## config.mk

```make
export PLATFORM = sky130hd
export DESIGN_NAME = periodic_event_trigger_table
export DESIGN_NICKNAME = d
export VERILOG_FILES = /design/src/rtl/pett_pkg.sv /design/src/rtl/pett_entry_mem.sv /design/src/rtl/pett_mod_unit.sv /design/src/rtl/pett_ctrl.sv /design/src/rtl/periodic_event_trigger_table.sv
export SDC_FILE = /design/constraint.sdc
export NUM_CORES = 2
export LEC_CHECK = 0
export BUFFER_PORTS_ARGS = -buffer_cell sky130_fd_sc_hd__buf_2
export CORE_ASPECT_RATIO = 2
export CORE_MARGIN = 2
export CORE_UTILIZATION = 45
export DETAILED_ROUTE_END_ITERATION = 7
export PLACE_DENSITY_LB_ADDON = 0.1
export SYNTH_ARGS = -nofsm -noshare
export SYNTH_HDL_FRONTEND = slang
export SYNTH_HIERARCHICAL = 1
export SYNTH_SLANG_ARGS = --single-unit
```

## constraint.sdc

```tcl
create_clock -name clk -period 11 [get_ports clk]
set_input_delay 1.65 -clock clk [delete_from_list [all_inputs] [get_ports clk]]
set_output_delay 1.65 -clock clk [all_outputs]
set_load 0.02 [all_outputs]
```

## src/rtl/pett_pkg.sv

```systemverilog
`default_nettype none
// ----------------------------------------------------------------------------
// pett_pkg
// Shared types and codes for the periodic event trigger table.
// ----------------------------------------------------------------------------
package pett_pkg;

    localparam int TIME_W     = 32;
    localparam int CODE_W     = 8;
    localparam int ID_W       = 7;
    localparam int IVAL_W     = 16;
    localparam int POS_W      = 16;
    localparam int CFG_W      = 16;
    localparam int CFG_IDX_W  = 1;
    localparam int RESULT_CAP = 32;
    localparam int FIRE_W     = $clog2(RESULT_CAP + 1);
    localparam int STEP_W     = $clog2(TIME_W);

    localparam logic [1:0] ACT_LOAD    = 2'd0;
    localparam logic [1:0] ACT_TICK    = 2'd1;
    localparam logic [1:0] ACT_RESTART = 2'd2;

    localparam logic [CFG_IDX_W-1:0] REG_EVENT_LIMIT   = 1'd0;
    localparam logic [CFG_IDX_W-1:0] REG_RANDOM_MARKER = 1'd1;

    typedef struct packed {
        logic [TIME_W-1:0]        start_time;
        logic [TIME_W-1:0]        end_time;
        logic signed [CODE_W-1:0] event_code;
        logic [IVAL_W-1:0]        repeat_interval;
        logic signed [POS_W-1:0]  place_x;
        logic signed [POS_W-1:0]  place_y;
    } entry_t;

    typedef struct packed {
        logic [ID_W-1:0]         code;
        logic signed [POS_W-1:0] x;
        logic signed [POS_W-1:0] y;
    } fire_t;

    typedef struct packed {
        logic  valid;
        fire_t fire;
        logic  last;
    } push_t;

    typedef struct packed {
        logic busy;
        logic done;
        logic rem_zero;
    } mod_status_t;

    typedef enum logic [2:0] {
        ST_IDLE,
        ST_READ,
        ST_CHECK,
        ST_DIV,
        ST_EMIT,
        ST_FLUSH
    } seq_state_t;

endpackage
`default_nettype wire

```

## src/rtl/pett_entry_mem.sv

```systemverilog
`default_nettype none
// ----------------------------------------------------------------------------
// pett_entry_mem
// Entry table: one write port, one read port with registered read data.
// ----------------------------------------------------------------------------
module pett_entry_mem #(
    parameter int DEPTH  = 32,
    parameter int ADDR_W = 5
) (
    input  wire logic                  clk,
    input  wire logic                  we,
    input  wire logic [ADDR_W-1:0]     waddr,
    input  wire pett_pkg::entry_t      wdata,
    input  wire logic                  re,
    input  wire logic [ADDR_W-1:0]     raddr,
    output pett_pkg::entry_t           rdata
);
    import pett_pkg::*;

    entry_t mem [DEPTH];
    entry_t rdata_reg;

    always_ff @(posedge clk)
    begin
        if (we)
        begin
            mem[waddr] <= wdata;
        end
    end

    always_ff @(posedge clk)
    begin
        if (re)
        begin
            rdata_reg <= mem[raddr];
        end
    end

    assign rdata = rdata_reg;

endmodule
`default_nettype wire

```

## src/rtl/pett_mod_unit.sv

```systemverilog
`default_nettype none
// ----------------------------------------------------------------------------
// pett_mod_unit
// Restoring remainder unit: 32-bit dividend by 16-bit divisor, one bit a cycle.
// ----------------------------------------------------------------------------
module pett_mod_unit (
    input  wire logic                          clk,
    input  wire logic                          rst_n,
    input  wire logic                          start,
    input  wire logic [pett_pkg::TIME_W-1:0]   dividend,
    input  wire logic [pett_pkg::IVAL_W-1:0]   divisor,
    output pett_pkg::mod_status_t              status
);
    import pett_pkg::*;

    logic [TIME_W-1:0] dvd_reg;
    logic [IVAL_W-1:0] div_reg;
    logic [IVAL_W-1:0] rem_reg;
    logic [STEP_W-1:0] step_reg;
    logic              busy_reg;
    logic              done_reg;

    logic [IVAL_W:0]   trial;
    logic [IVAL_W:0]   diff;
    logic [IVAL_W-1:0] rem_step;

    // The partial remainder stays below the divisor, so it fits the divisor width.
    always_comb
    begin
        trial    = {rem_reg, dvd_reg[TIME_W-1]};
        diff     = trial - {1'b0, div_reg};
        rem_step = (trial >= {1'b0, div_reg}) ? diff[IVAL_W-1:0] : trial[IVAL_W-1:0];
    end

    always_ff @(posedge clk or negedge rst_n)
    begin
        if (!rst_n)
        begin
            busy_reg <= 1'b0;
            done_reg <= 1'b0;
            step_reg <= '0;
        end
        else
        begin
            done_reg <= 1'b0;
            if (start)
            begin
                busy_reg <= 1'b1;
                step_reg <= '0;
            end
            else if (busy_reg)
            begin
                step_reg <= step_reg + STEP_W'(1);
                if (step_reg == STEP_W'(TIME_W - 1))
                begin
                    busy_reg <= 1'b0;
                    done_reg <= 1'b1;
                end
            end
        end
    end

    always_ff @(posedge clk)
    begin
        if (start)
        begin
            dvd_reg <= dividend;
            div_reg <= divisor;
            rem_reg <= '0;
        end
        else if (busy_reg)
        begin
            dvd_reg <= {dvd_reg[TIME_W-2:0], 1'b0};
            rem_reg <= rem_step;
        end
    end

    assign status.busy     = busy_reg;
    assign status.done     = done_reg;
    assign status.rem_zero = (rem_reg == '0);

endmodule
`default_nettype wire

```

## src/rtl/pett_ctrl.sv

```systemverilog
`default_nettype none
// ----------------------------------------------------------------------------
// pett_ctrl
// Sequencer: table loads, frame timer, and the per-tick walk over the entries.
// ----------------------------------------------------------------------------
module pett_ctrl #(
    parameter int MAX_ENTRIES = 32,
    parameter int IDX_W       = 5,
    parameter int CNT_W       = 6
) (
    input  wire logic                          clk,
    input  wire logic                          rst_n,
    input  wire logic                          item_valid,
    output logic                               item_stall,
    input  wire logic [1:0]                    action,
    input  wire logic [pett_pkg::ID_W-1:0]     event_limit,
    input  wire logic                          out_space,
    output pett_pkg::push_t                    push,
    output logic                               mem_we,
    output logic [IDX_W-1:0]                   mem_waddr,
    output logic                               mem_re,
    output logic [IDX_W-1:0]                   mem_raddr,
    input  wire pett_pkg::entry_t              mem_rdata,
    output logic                               mod_start,
    output logic [pett_pkg::TIME_W-1:0]        mod_dividend,
    output logic [pett_pkg::IVAL_W-1:0]        mod_divisor,
    input  wire pett_pkg::mod_status_t         mod_status
);
    import pett_pkg::*;

    seq_state_t        state_reg, state_next;
    logic [IDX_W-1:0]  idx_reg, idx_next;
    logic [CNT_W-1:0]  count_reg, count_next;
    logic [TIME_W-1:0] timer_reg, timer_next;
    logic [FIRE_W-1:0] fire_cnt_reg, fire_cnt_next;
    logic              hold_valid_reg, hold_valid_next;
    fire_t             hold_reg, hold_next;
    fire_t             cand_reg, cand_next;

    logic accept;
    logic last_entry;
    logic in_window;
    logic code_ok;
    logic candidate;
    logic can_push;

    always_comb
    begin
        accept     = item_valid && (state_reg == ST_IDLE);
        last_entry = (CNT_W'(idx_reg) + CNT_W'(1)) == count_reg;
        in_window  = (mem_rdata.start_time <= timer_reg) && (mem_rdata.end_time >= timer_reg);
        code_ok    = !mem_rdata.event_code[CODE_W-1] &&
                     (mem_rdata.event_code[ID_W-1:0] < event_limit);
        candidate  = in_window && code_ok && (mem_rdata.repeat_interval != '0) &&
                     (fire_cnt_reg < FIRE_W'(RESULT_CAP));
        can_push   = !hold_valid_reg || out_space;
    end

    // Next state.
    always_comb
    begin
        state_next = state_reg;
        case (state_reg)
            ST_IDLE:
            begin
                if (accept && (action == ACT_TICK) && (count_reg != '0))
                begin
                    state_next = ST_READ;
                end
            end
            ST_READ:
            begin
                state_next = ST_CHECK;
            end
            ST_CHECK:
            begin
                if (candidate)
                begin
                    state_next = ST_DIV;
                end
                else
                begin
                    state_next = last_entry ? ST_FLUSH : ST_READ;
                end
            end
            ST_DIV:
            begin
                if (mod_status.done)
                begin
                    if (mod_status.rem_zero)
                    begin
                        state_next = ST_EMIT;
                    end
                    else
                    begin
                        state_next = last_entry ? ST_FLUSH : ST_READ;
                    end
                end
            end
            ST_EMIT:
            begin
                if (can_push)
                begin
                    state_next = last_entry ? ST_FLUSH : ST_READ;
                end
            end
            ST_FLUSH:
            begin
                if (can_push)
                begin
                    state_next = ST_IDLE;
                end
            end
            default:
            begin
                state_next = ST_IDLE;
            end
        endcase
    end

    // Outputs and datapath. A firing is held back one step so that the last
    // firing of a tick can be marked when the walk ends.
    always_comb
    begin
        idx_next        = idx_reg;
        count_next      = count_reg;
        timer_next      = timer_reg;
        fire_cnt_next   = fire_cnt_reg;
        hold_valid_next = hold_valid_reg;
        hold_next       = hold_reg;
        cand_next       = cand_reg;
        item_stall      = (state_reg != ST_IDLE);
        mem_we          = 1'b0;
        mem_waddr       = count_reg[IDX_W-1:0];
        mem_re          = (state_reg == ST_READ);
        mem_raddr       = idx_reg;
        mod_start       = 1'b0;
        mod_dividend    = timer_reg - mem_rdata.start_time;
        mod_divisor     = mem_rdata.repeat_interval;
        push.valid      = 1'b0;
        push.fire       = hold_reg;
        push.last       = 1'b0;

        case (state_reg)
            ST_IDLE:
            begin
                if (accept)
                begin
                    case (action)
                        ACT_LOAD:
                        begin
                            if (count_reg < CNT_W'(MAX_ENTRIES))
                            begin
                                mem_we     = 1'b1;
                                count_next = count_reg + CNT_W'(1);
                            end
                        end
                        ACT_TICK:
                        begin
                            idx_next      = '0;
                            fire_cnt_next = '0;
                        end
                        ACT_RESTART:
                        begin
                            count_next = '0;
                            timer_next = '0;
                        end
                        default:
                        begin
                        end
                    endcase
                end
            end
            ST_CHECK:
            begin
                mod_start      = candidate;
                cand_next.code = mem_rdata.event_code[ID_W-1:0];
                cand_next.x    = mem_rdata.place_x;
                cand_next.y    = mem_rdata.place_y;
            end
            ST_EMIT:
            begin
                if (can_push)
                begin
                    push.valid      = hold_valid_reg;
                    hold_next       = cand_reg;
                    hold_valid_next = 1'b1;
                    fire_cnt_next   = fire_cnt_reg + FIRE_W'(1);
                end
            end
            ST_FLUSH:
            begin
                if (can_push)
                begin
                    push.valid      = hold_valid_reg;
                    push.last       = 1'b1;
                    hold_valid_next = 1'b0;
                    if (timer_reg != '1)
                    begin
                        timer_next = timer_reg + TIME_W'(1);
                    end
                end
            end
            default:
            begin
            end
        endcase

        if ((state_reg != ST_IDLE) && (state_next == ST_READ))
        begin
            idx_next = idx_reg + IDX_W'(1);
        end
    end

    always_ff @(posedge clk or negedge rst_n)
    begin
        if (!rst_n)
        begin
            state_reg      <= ST_IDLE;
            idx_reg        <= '0;
            count_reg      <= '0;
            timer_reg      <= '0;
            fire_cnt_reg   <= '0;
            hold_valid_reg <= 1'b0;
        end
        else
        begin
            state_reg      <= state_next;
            idx_reg        <= idx_next;
            count_reg      <= count_next;
            timer_reg      <= timer_next;
            fire_cnt_reg   <= fire_cnt_next;
            hold_valid_reg <= hold_valid_next;
        end
    end

    always_ff @(posedge clk)
    begin
        hold_reg <= hold_next;
        cand_reg <= cand_next;
    end

    // The remainder unit only runs while the walk waits on it.
    a_mod_busy_in_div: assert property (@(posedge clk) disable iff (!rst_n)
        mod_status.busy |-> (state_reg == ST_DIV))
        else $error("remainder unit busy outside the divide wait");

    a_push_has_room: assert property (@(posedge clk) disable iff (!rst_n)
        push.valid |-> out_space)
        else $error("result pushed while the output register is full");

    a_fire_cap: assert property (@(posedge clk) disable iff (!rst_n)
        fire_cnt_reg <= FIRE_W'(RESULT_CAP))
        else $error("firing count passed the per-tick cap");

    a_last_ends_tick: assert property (@(posedge clk) disable iff (!rst_n)
        (push.valid && push.last) |=> (state_reg == ST_IDLE) && !hold_valid_reg)
        else $error("walk did not end after the last firing");

    a_idle_empty_hold: assert property (@(posedge clk) disable iff (!rst_n)
        (state_reg == ST_IDLE) |-> !hold_valid_reg)
        else $error("held firing left over at idle");

endmodule
`default_nettype wire

```

## src/rtl/periodic_event_trigger_table.sv

```systemverilog
`default_nettype none
// ----------------------------------------------------------------------------
// periodic_event_trigger_table
// Timed event table with a frame timer that reports periodic firings.
// ----------------------------------------------------------------------------
// Usage:
//   The item channel (item_valid / item_stall) takes one transaction per
//   command: load appends an entry unless the table is full, restart empties
//   the table and zeroes the timer, tick walks a non-empty table once and then
//   advances the timer unless it is already at its maximum. A tick is taken,
//   reads then tests each stored entry in turn, and closes with a flush step.
//   An entry that passes the window, code and interval tests while the tick is
//   under its firing cap also waits for the remainder of (timer - start) by the
//   interval, formed one bit per cycle in a single shared unit, and then goes
//   through an emit step when it fires. item_stall stays high for the whole
//   walk.
//   Each firing is a transaction on the result channel (result_valid /
//   result_stall), held in an output register; last_fired marks the final one
//   of the tick. A stalled result holds the walk until the register drains.
//   Reset empties the table, zeroes the timer and loads the register defaults;
//   the entry memory is not cleared, as only loaded entries are ever read.
//   Configuration writes on cfg_we belong in idle periods.
// ----------------------------------------------------------------------------
module periodic_event_trigger_table #(
    parameter int MAX_ENTRIES = 32
) (
    input  wire logic                               clk,
    input  wire logic                               rst_n,
    input  wire logic                               item_valid,
    output logic                                    item_stall,
    input  wire logic [1:0]                         action,
    input  wire logic [pett_pkg::TIME_W-1:0]        start_time,
    input  wire logic [pett_pkg::TIME_W-1:0]        end_time,
    input  wire logic signed [pett_pkg::CODE_W-1:0] event_code,
    input  wire logic [pett_pkg::IVAL_W-1:0]        repeat_interval,
    input  wire logic signed [pett_pkg::POS_W-1:0]  place_x,
    input  wire logic signed [pett_pkg::POS_W-1:0]  place_y,
    output logic                                    result_valid,
    input  wire logic                               result_stall,
    output logic [pett_pkg::ID_W-1:0]               fired_code,
    output logic signed [pett_pkg::POS_W-1:0]       fired_x,
    output logic signed [pett_pkg::POS_W-1:0]       fired_y,
    output logic                                    random_x,
    output logic                                    random_y,
    output logic                                    last_fired,
    input  wire logic                               cfg_we,
    input  wire logic [pett_pkg::CFG_IDX_W-1:0]     cfg_index,
    input  wire logic [pett_pkg::CFG_W-1:0]         cfg_data
);
    import pett_pkg::*;

    localparam int IDX_W = (MAX_ENTRIES > 1) ? $clog2(MAX_ENTRIES) : 1;
    localparam int CNT_W = $clog2(MAX_ENTRIES + 1);

    logic [ID_W-1:0]         limit_reg;
    logic signed [POS_W-1:0] marker_reg;

    logic                    out_valid_reg;
    fire_t                   out_fire_reg;
    logic                    out_rand_x_reg;
    logic                    out_rand_y_reg;
    logic                    out_last_reg;
    logic                    out_space;

    entry_t                  item_entry;
    push_t                   push;
    logic                    mem_we;
    logic [IDX_W-1:0]        mem_waddr;
    logic                    mem_re;
    logic [IDX_W-1:0]        mem_raddr;
    entry_t                  mem_rdata;
    logic                    mod_start;
    logic [TIME_W-1:0]       mod_dividend;
    logic [IVAL_W-1:0]       mod_divisor;
    mod_status_t             mod_status;

    assign item_entry.start_time      = start_time;
    assign item_entry.end_time        = end_time;
    assign item_entry.event_code      = event_code;
    assign item_entry.repeat_interval = repeat_interval;
    assign item_entry.place_x         = place_x;
    assign item_entry.place_y         = place_y;

    always_ff @(posedge clk or negedge rst_n)
    begin
        if (!rst_n)
        begin
            limit_reg  <= ID_W'(13);
            marker_reg <= -16'sd1;
        end
        else if (cfg_we)
        begin
            case (cfg_index)
                REG_EVENT_LIMIT:   limit_reg  <= cfg_data[ID_W-1:0];
                REG_RANDOM_MARKER: marker_reg <= cfg_data;
                default:
                begin
                end
            endcase
        end
    end

    assign out_space = !out_valid_reg || !result_stall;

    always_ff @(posedge clk or negedge rst_n)
    begin
        if (!rst_n)
        begin
            out_valid_reg <= 1'b0;
        end
        else if (push.valid)
        begin
            out_valid_reg <= 1'b1;
        end
        else if (!result_stall)
        begin
            out_valid_reg <= 1'b0;
        end
    end

    always_ff @(posedge clk)
    begin
        if (push.valid)
        begin
            out_fire_reg   <= push.fire;
            out_last_reg   <= push.last;
            out_rand_x_reg <= (push.fire.x == marker_reg);
            out_rand_y_reg <= (push.fire.y == marker_reg);
        end
    end

    assign result_valid = out_valid_reg;
    assign fired_code   = out_fire_reg.code;
    assign fired_x      = out_fire_reg.x;
    assign fired_y      = out_fire_reg.y;
    assign random_x     = out_rand_x_reg;
    assign random_y     = out_rand_y_reg;
    assign last_fired   = out_last_reg;

    pett_ctrl #(
        .MAX_ENTRIES (MAX_ENTRIES),
        .IDX_W       (IDX_W),
        .CNT_W       (CNT_W)
    ) u_ctrl (
        .clk          (clk),
        .rst_n        (rst_n),
        .item_valid   (item_valid),
        .item_stall   (item_stall),
        .action       (action),
        .event_limit  (limit_reg),
        .out_space    (out_space),
        .push         (push),
        .mem_we       (mem_we),
        .mem_waddr    (mem_waddr),
        .mem_re       (mem_re),
        .mem_raddr    (mem_raddr),
        .mem_rdata    (mem_rdata),
        .mod_start    (mod_start),
        .mod_dividend (mod_dividend),
        .mod_divisor  (mod_divisor),
        .mod_status   (mod_status)
    );

    // Writes happen only at idle and reads only during a walk, so the two
    // ports never touch the same entry in one cycle.
    pett_entry_mem #(
        .DEPTH  (MAX_ENTRIES),
        .ADDR_W (IDX_W)
    ) u_entry_mem (
        .clk   (clk),
        .we    (mem_we),
        .waddr (mem_waddr),
        .wdata (item_entry),
        .re    (mem_re),
        .raddr (mem_raddr),
        .rdata (mem_rdata)
    );

    pett_mod_unit u_mod (
        .clk      (clk),
        .rst_n    (rst_n),
        .start    (mod_start),
        .dividend (mod_dividend),
        .divisor  (mod_divisor),
        .status   (mod_status)
    );

endmodule
`default_nettype wire

```

==> flow_summary_export.csv <==
group,metric,value,unit
yosys,yosysWarnings,6,
critical_path,end_kind,"flip-flop",
route,vias,82305,
timing,worstMarginPinSlew,1.32,ns
yosys,synthCells,8270,
route,vias_per_cell,6.04,
run,maxCapViolCount,0,
cts,worstSkewPairLatency,0.99,ns
timing,max_freq,0.181,GHz
pwr,p_leak,58.1,nW
route,wl_met2,259000,µm
timing,final.setup.tns,0,ns
route,drt_iter0_markers,7226,
pwr,p_per_area,228,nW/µm²
floorplanning,die_h,858,µm
layout,largest_reg_flops,3840,
pwr,p_switching,0.0125,W
timing,hold_viol,0,
yosys,syn_area,164000,µm²
pwr,seqPwrFrac,0.457,
grt,grt_max_degree,127,
layout,area_delta_synth_final,11.4,%
layout,final_layout_size_suffix_gt1_frac,0.177,
layout,fillers,29100,
timing,rsz0062_at_grt,"no",
cts,clk_pin_slew,0.07,ns
timing,clock-skew-final,0.0750,ns
cts,cts_root_buffer,"clkbuf_16",
floorplanning,ios,188,
min_path,whs_path_depth,0,
yosys,syn_nets,8509,
cts,cts_tree,"done",
route,routed_wl,469000,µm
floorplanning,die_x,431,µm
grt,antenna_found_initial,41,
timing,setup_violations,0,
route,dr_wl_met3,20800,µm
min_path,hold_class,"flip-flop to flip-flop",
cts,hold_buffers,0,
grt,overflow,0,
cts,post_cts_buffers,0,
timing,min_period,5.52,ns
grt,grt_pass1_vias,85018,
route,drc,0,
cts,clockBufferDepth,4,
route,drtPass1Iterations,8,
pwr,p_sw_frac,0.299,
place,port_buffers,187,
layout,mostFrequentLayoutCell,"edfxtp_1",
place,hpwl,275000,µm
place,place_congestion,0.843,
timing,slew_violations,0,
layout,layout_common_cells,"edfxtp_1, mux2i_1, a22oi_1",
pwr,p_int,0.0293,W
route,drt-met1-wl,171000,µm
cts,numCtsBuffers,372,
outcome,outcome,"completed",
timing,max_slew_margin,0.120,
critical_path,crit_path_max_fanout,51,
grt,grt_pass1_wl,655000,µm
timing,fin_crit_sh,0.502,
pwr,peakVddDrop,182,µV
floorplanning,start_util,0.452,
cts,h-tree-depth,5,
grt,grt.total_usage,0.251,
layout,layout.nets,8819,
route,drt-wirelength-per-cell,34.4,µm
critical_path,rr_worst_depth,8,
floorplanning,core,363000,µm²
pwr,power,0.0417,W
cts,cts.sinks,4228,
route,ant_nets,0,
critical_path,worstPathRequired,11.70,ns
critical_path,worst_ep_arrival_time,6.22,ns
floorplanning,fp.dieArea,370000,µm²
route,top_layer,"met5",
pwr,comb_power_share,0.229,
floorplanning,placementRows,313,
cts,ctsResizeCount,0,
critical_path,worstSetupPathType,"flip-flop to flip-flop",
critical_path,startpoint_type,"flip-flop",
yosys,syn_area_per_cell,19.8,µm²
pwr,pwr-share-clk,0.314,
[per-layer routing]
metal  up-vias  GRT usage
met5         -          0
met2      2414      0.473
met4        22     0.0867
met3       714     0.0274
met1     44517      0.293
li1      34638          -
[per-stage QoR]
step                      instance area [µm²]  instances  utilization  hold slack, ns  setup slack [ns]
after floorplan                        164000       8270            -           0.400             0.779
after global placement                 171000      12930        0.470           0.405              4.67
after detailed placement               171000      12931        0.470           0.405              4.73
after CTS                              183000      13595        0.503           0.415              5.47
after global routing                   183000      13619        0.503           0.422              5.24
final                                  183000      13630        0.503           0.414              5.48
[power by group through the flow]
stage / Clock [W] / Sequential (W) / Combinational (W)
after floorplan: 0 / 0.0190 / 0.00647
after global placement: 0 / 0.0194 / 0.00960
after detailed placement: 0 / 0.0194 / 0.00967
after CTS: 0.0134 / 0.0191 / 0.00969
after global routing: 0.0139 / 0.0191 / 0.0101
final: 0.0131 / 0.0191 / 0.00956
[cell type report]
| class | instances | area, µm² | area share |
|---|---|---|---|
| flip-flops and latches | 4228 | 126000 | 0.692 |
| multi-input cells | 3475 | 35200 | 0.193 |
| clock buffers | 455 | 9840 | 0.0538 |
| well taps | 4725 | 5910 | 0.0324 |
| repair buffers | 390 | 2750 | 0.0151 |
| clock inverters | 209 | 2050 | 0.0112 |
| inverters | 113 | 424 | 0.00232 |
| diodes | 35 | 87.6 | 0.000479 |
[worst paths after layout]
kind / start / to / slack [ns]
max in group asynchronous: rst_n / u_ctrl/mem_raddr[3] / 9.00
min in group asynchronous: rst_n / u_ctrl/timer_reg[18] / 0.65
worst max register to register: u_ctrl/mem_raddr[2] / u_entry_mem/rdata[20] / 5.48
worst max-delay path: u_ctrl/mem_raddr[2] / u_entry_mem/rdata[20] / 5.48
worst min register to register: u_ctrl/cand_reg[32] / u_ctrl/push[33] / 0.41
worst min-delay path: u_ctrl/cand_reg[32] / u_ctrl/push[33] / 0.41
[critical path: stages (launching register included)]
cell	delay (ns)
dfrtp_4	0.88
buf_4	0.77
buf_4	0.80
buf_4	0.75
buf_4	0.78
mux4_2	0.42
a22o_1	0.28
a31oi_1	0.20
nand3_1	0.10
(Power assumes the default switching activity.)
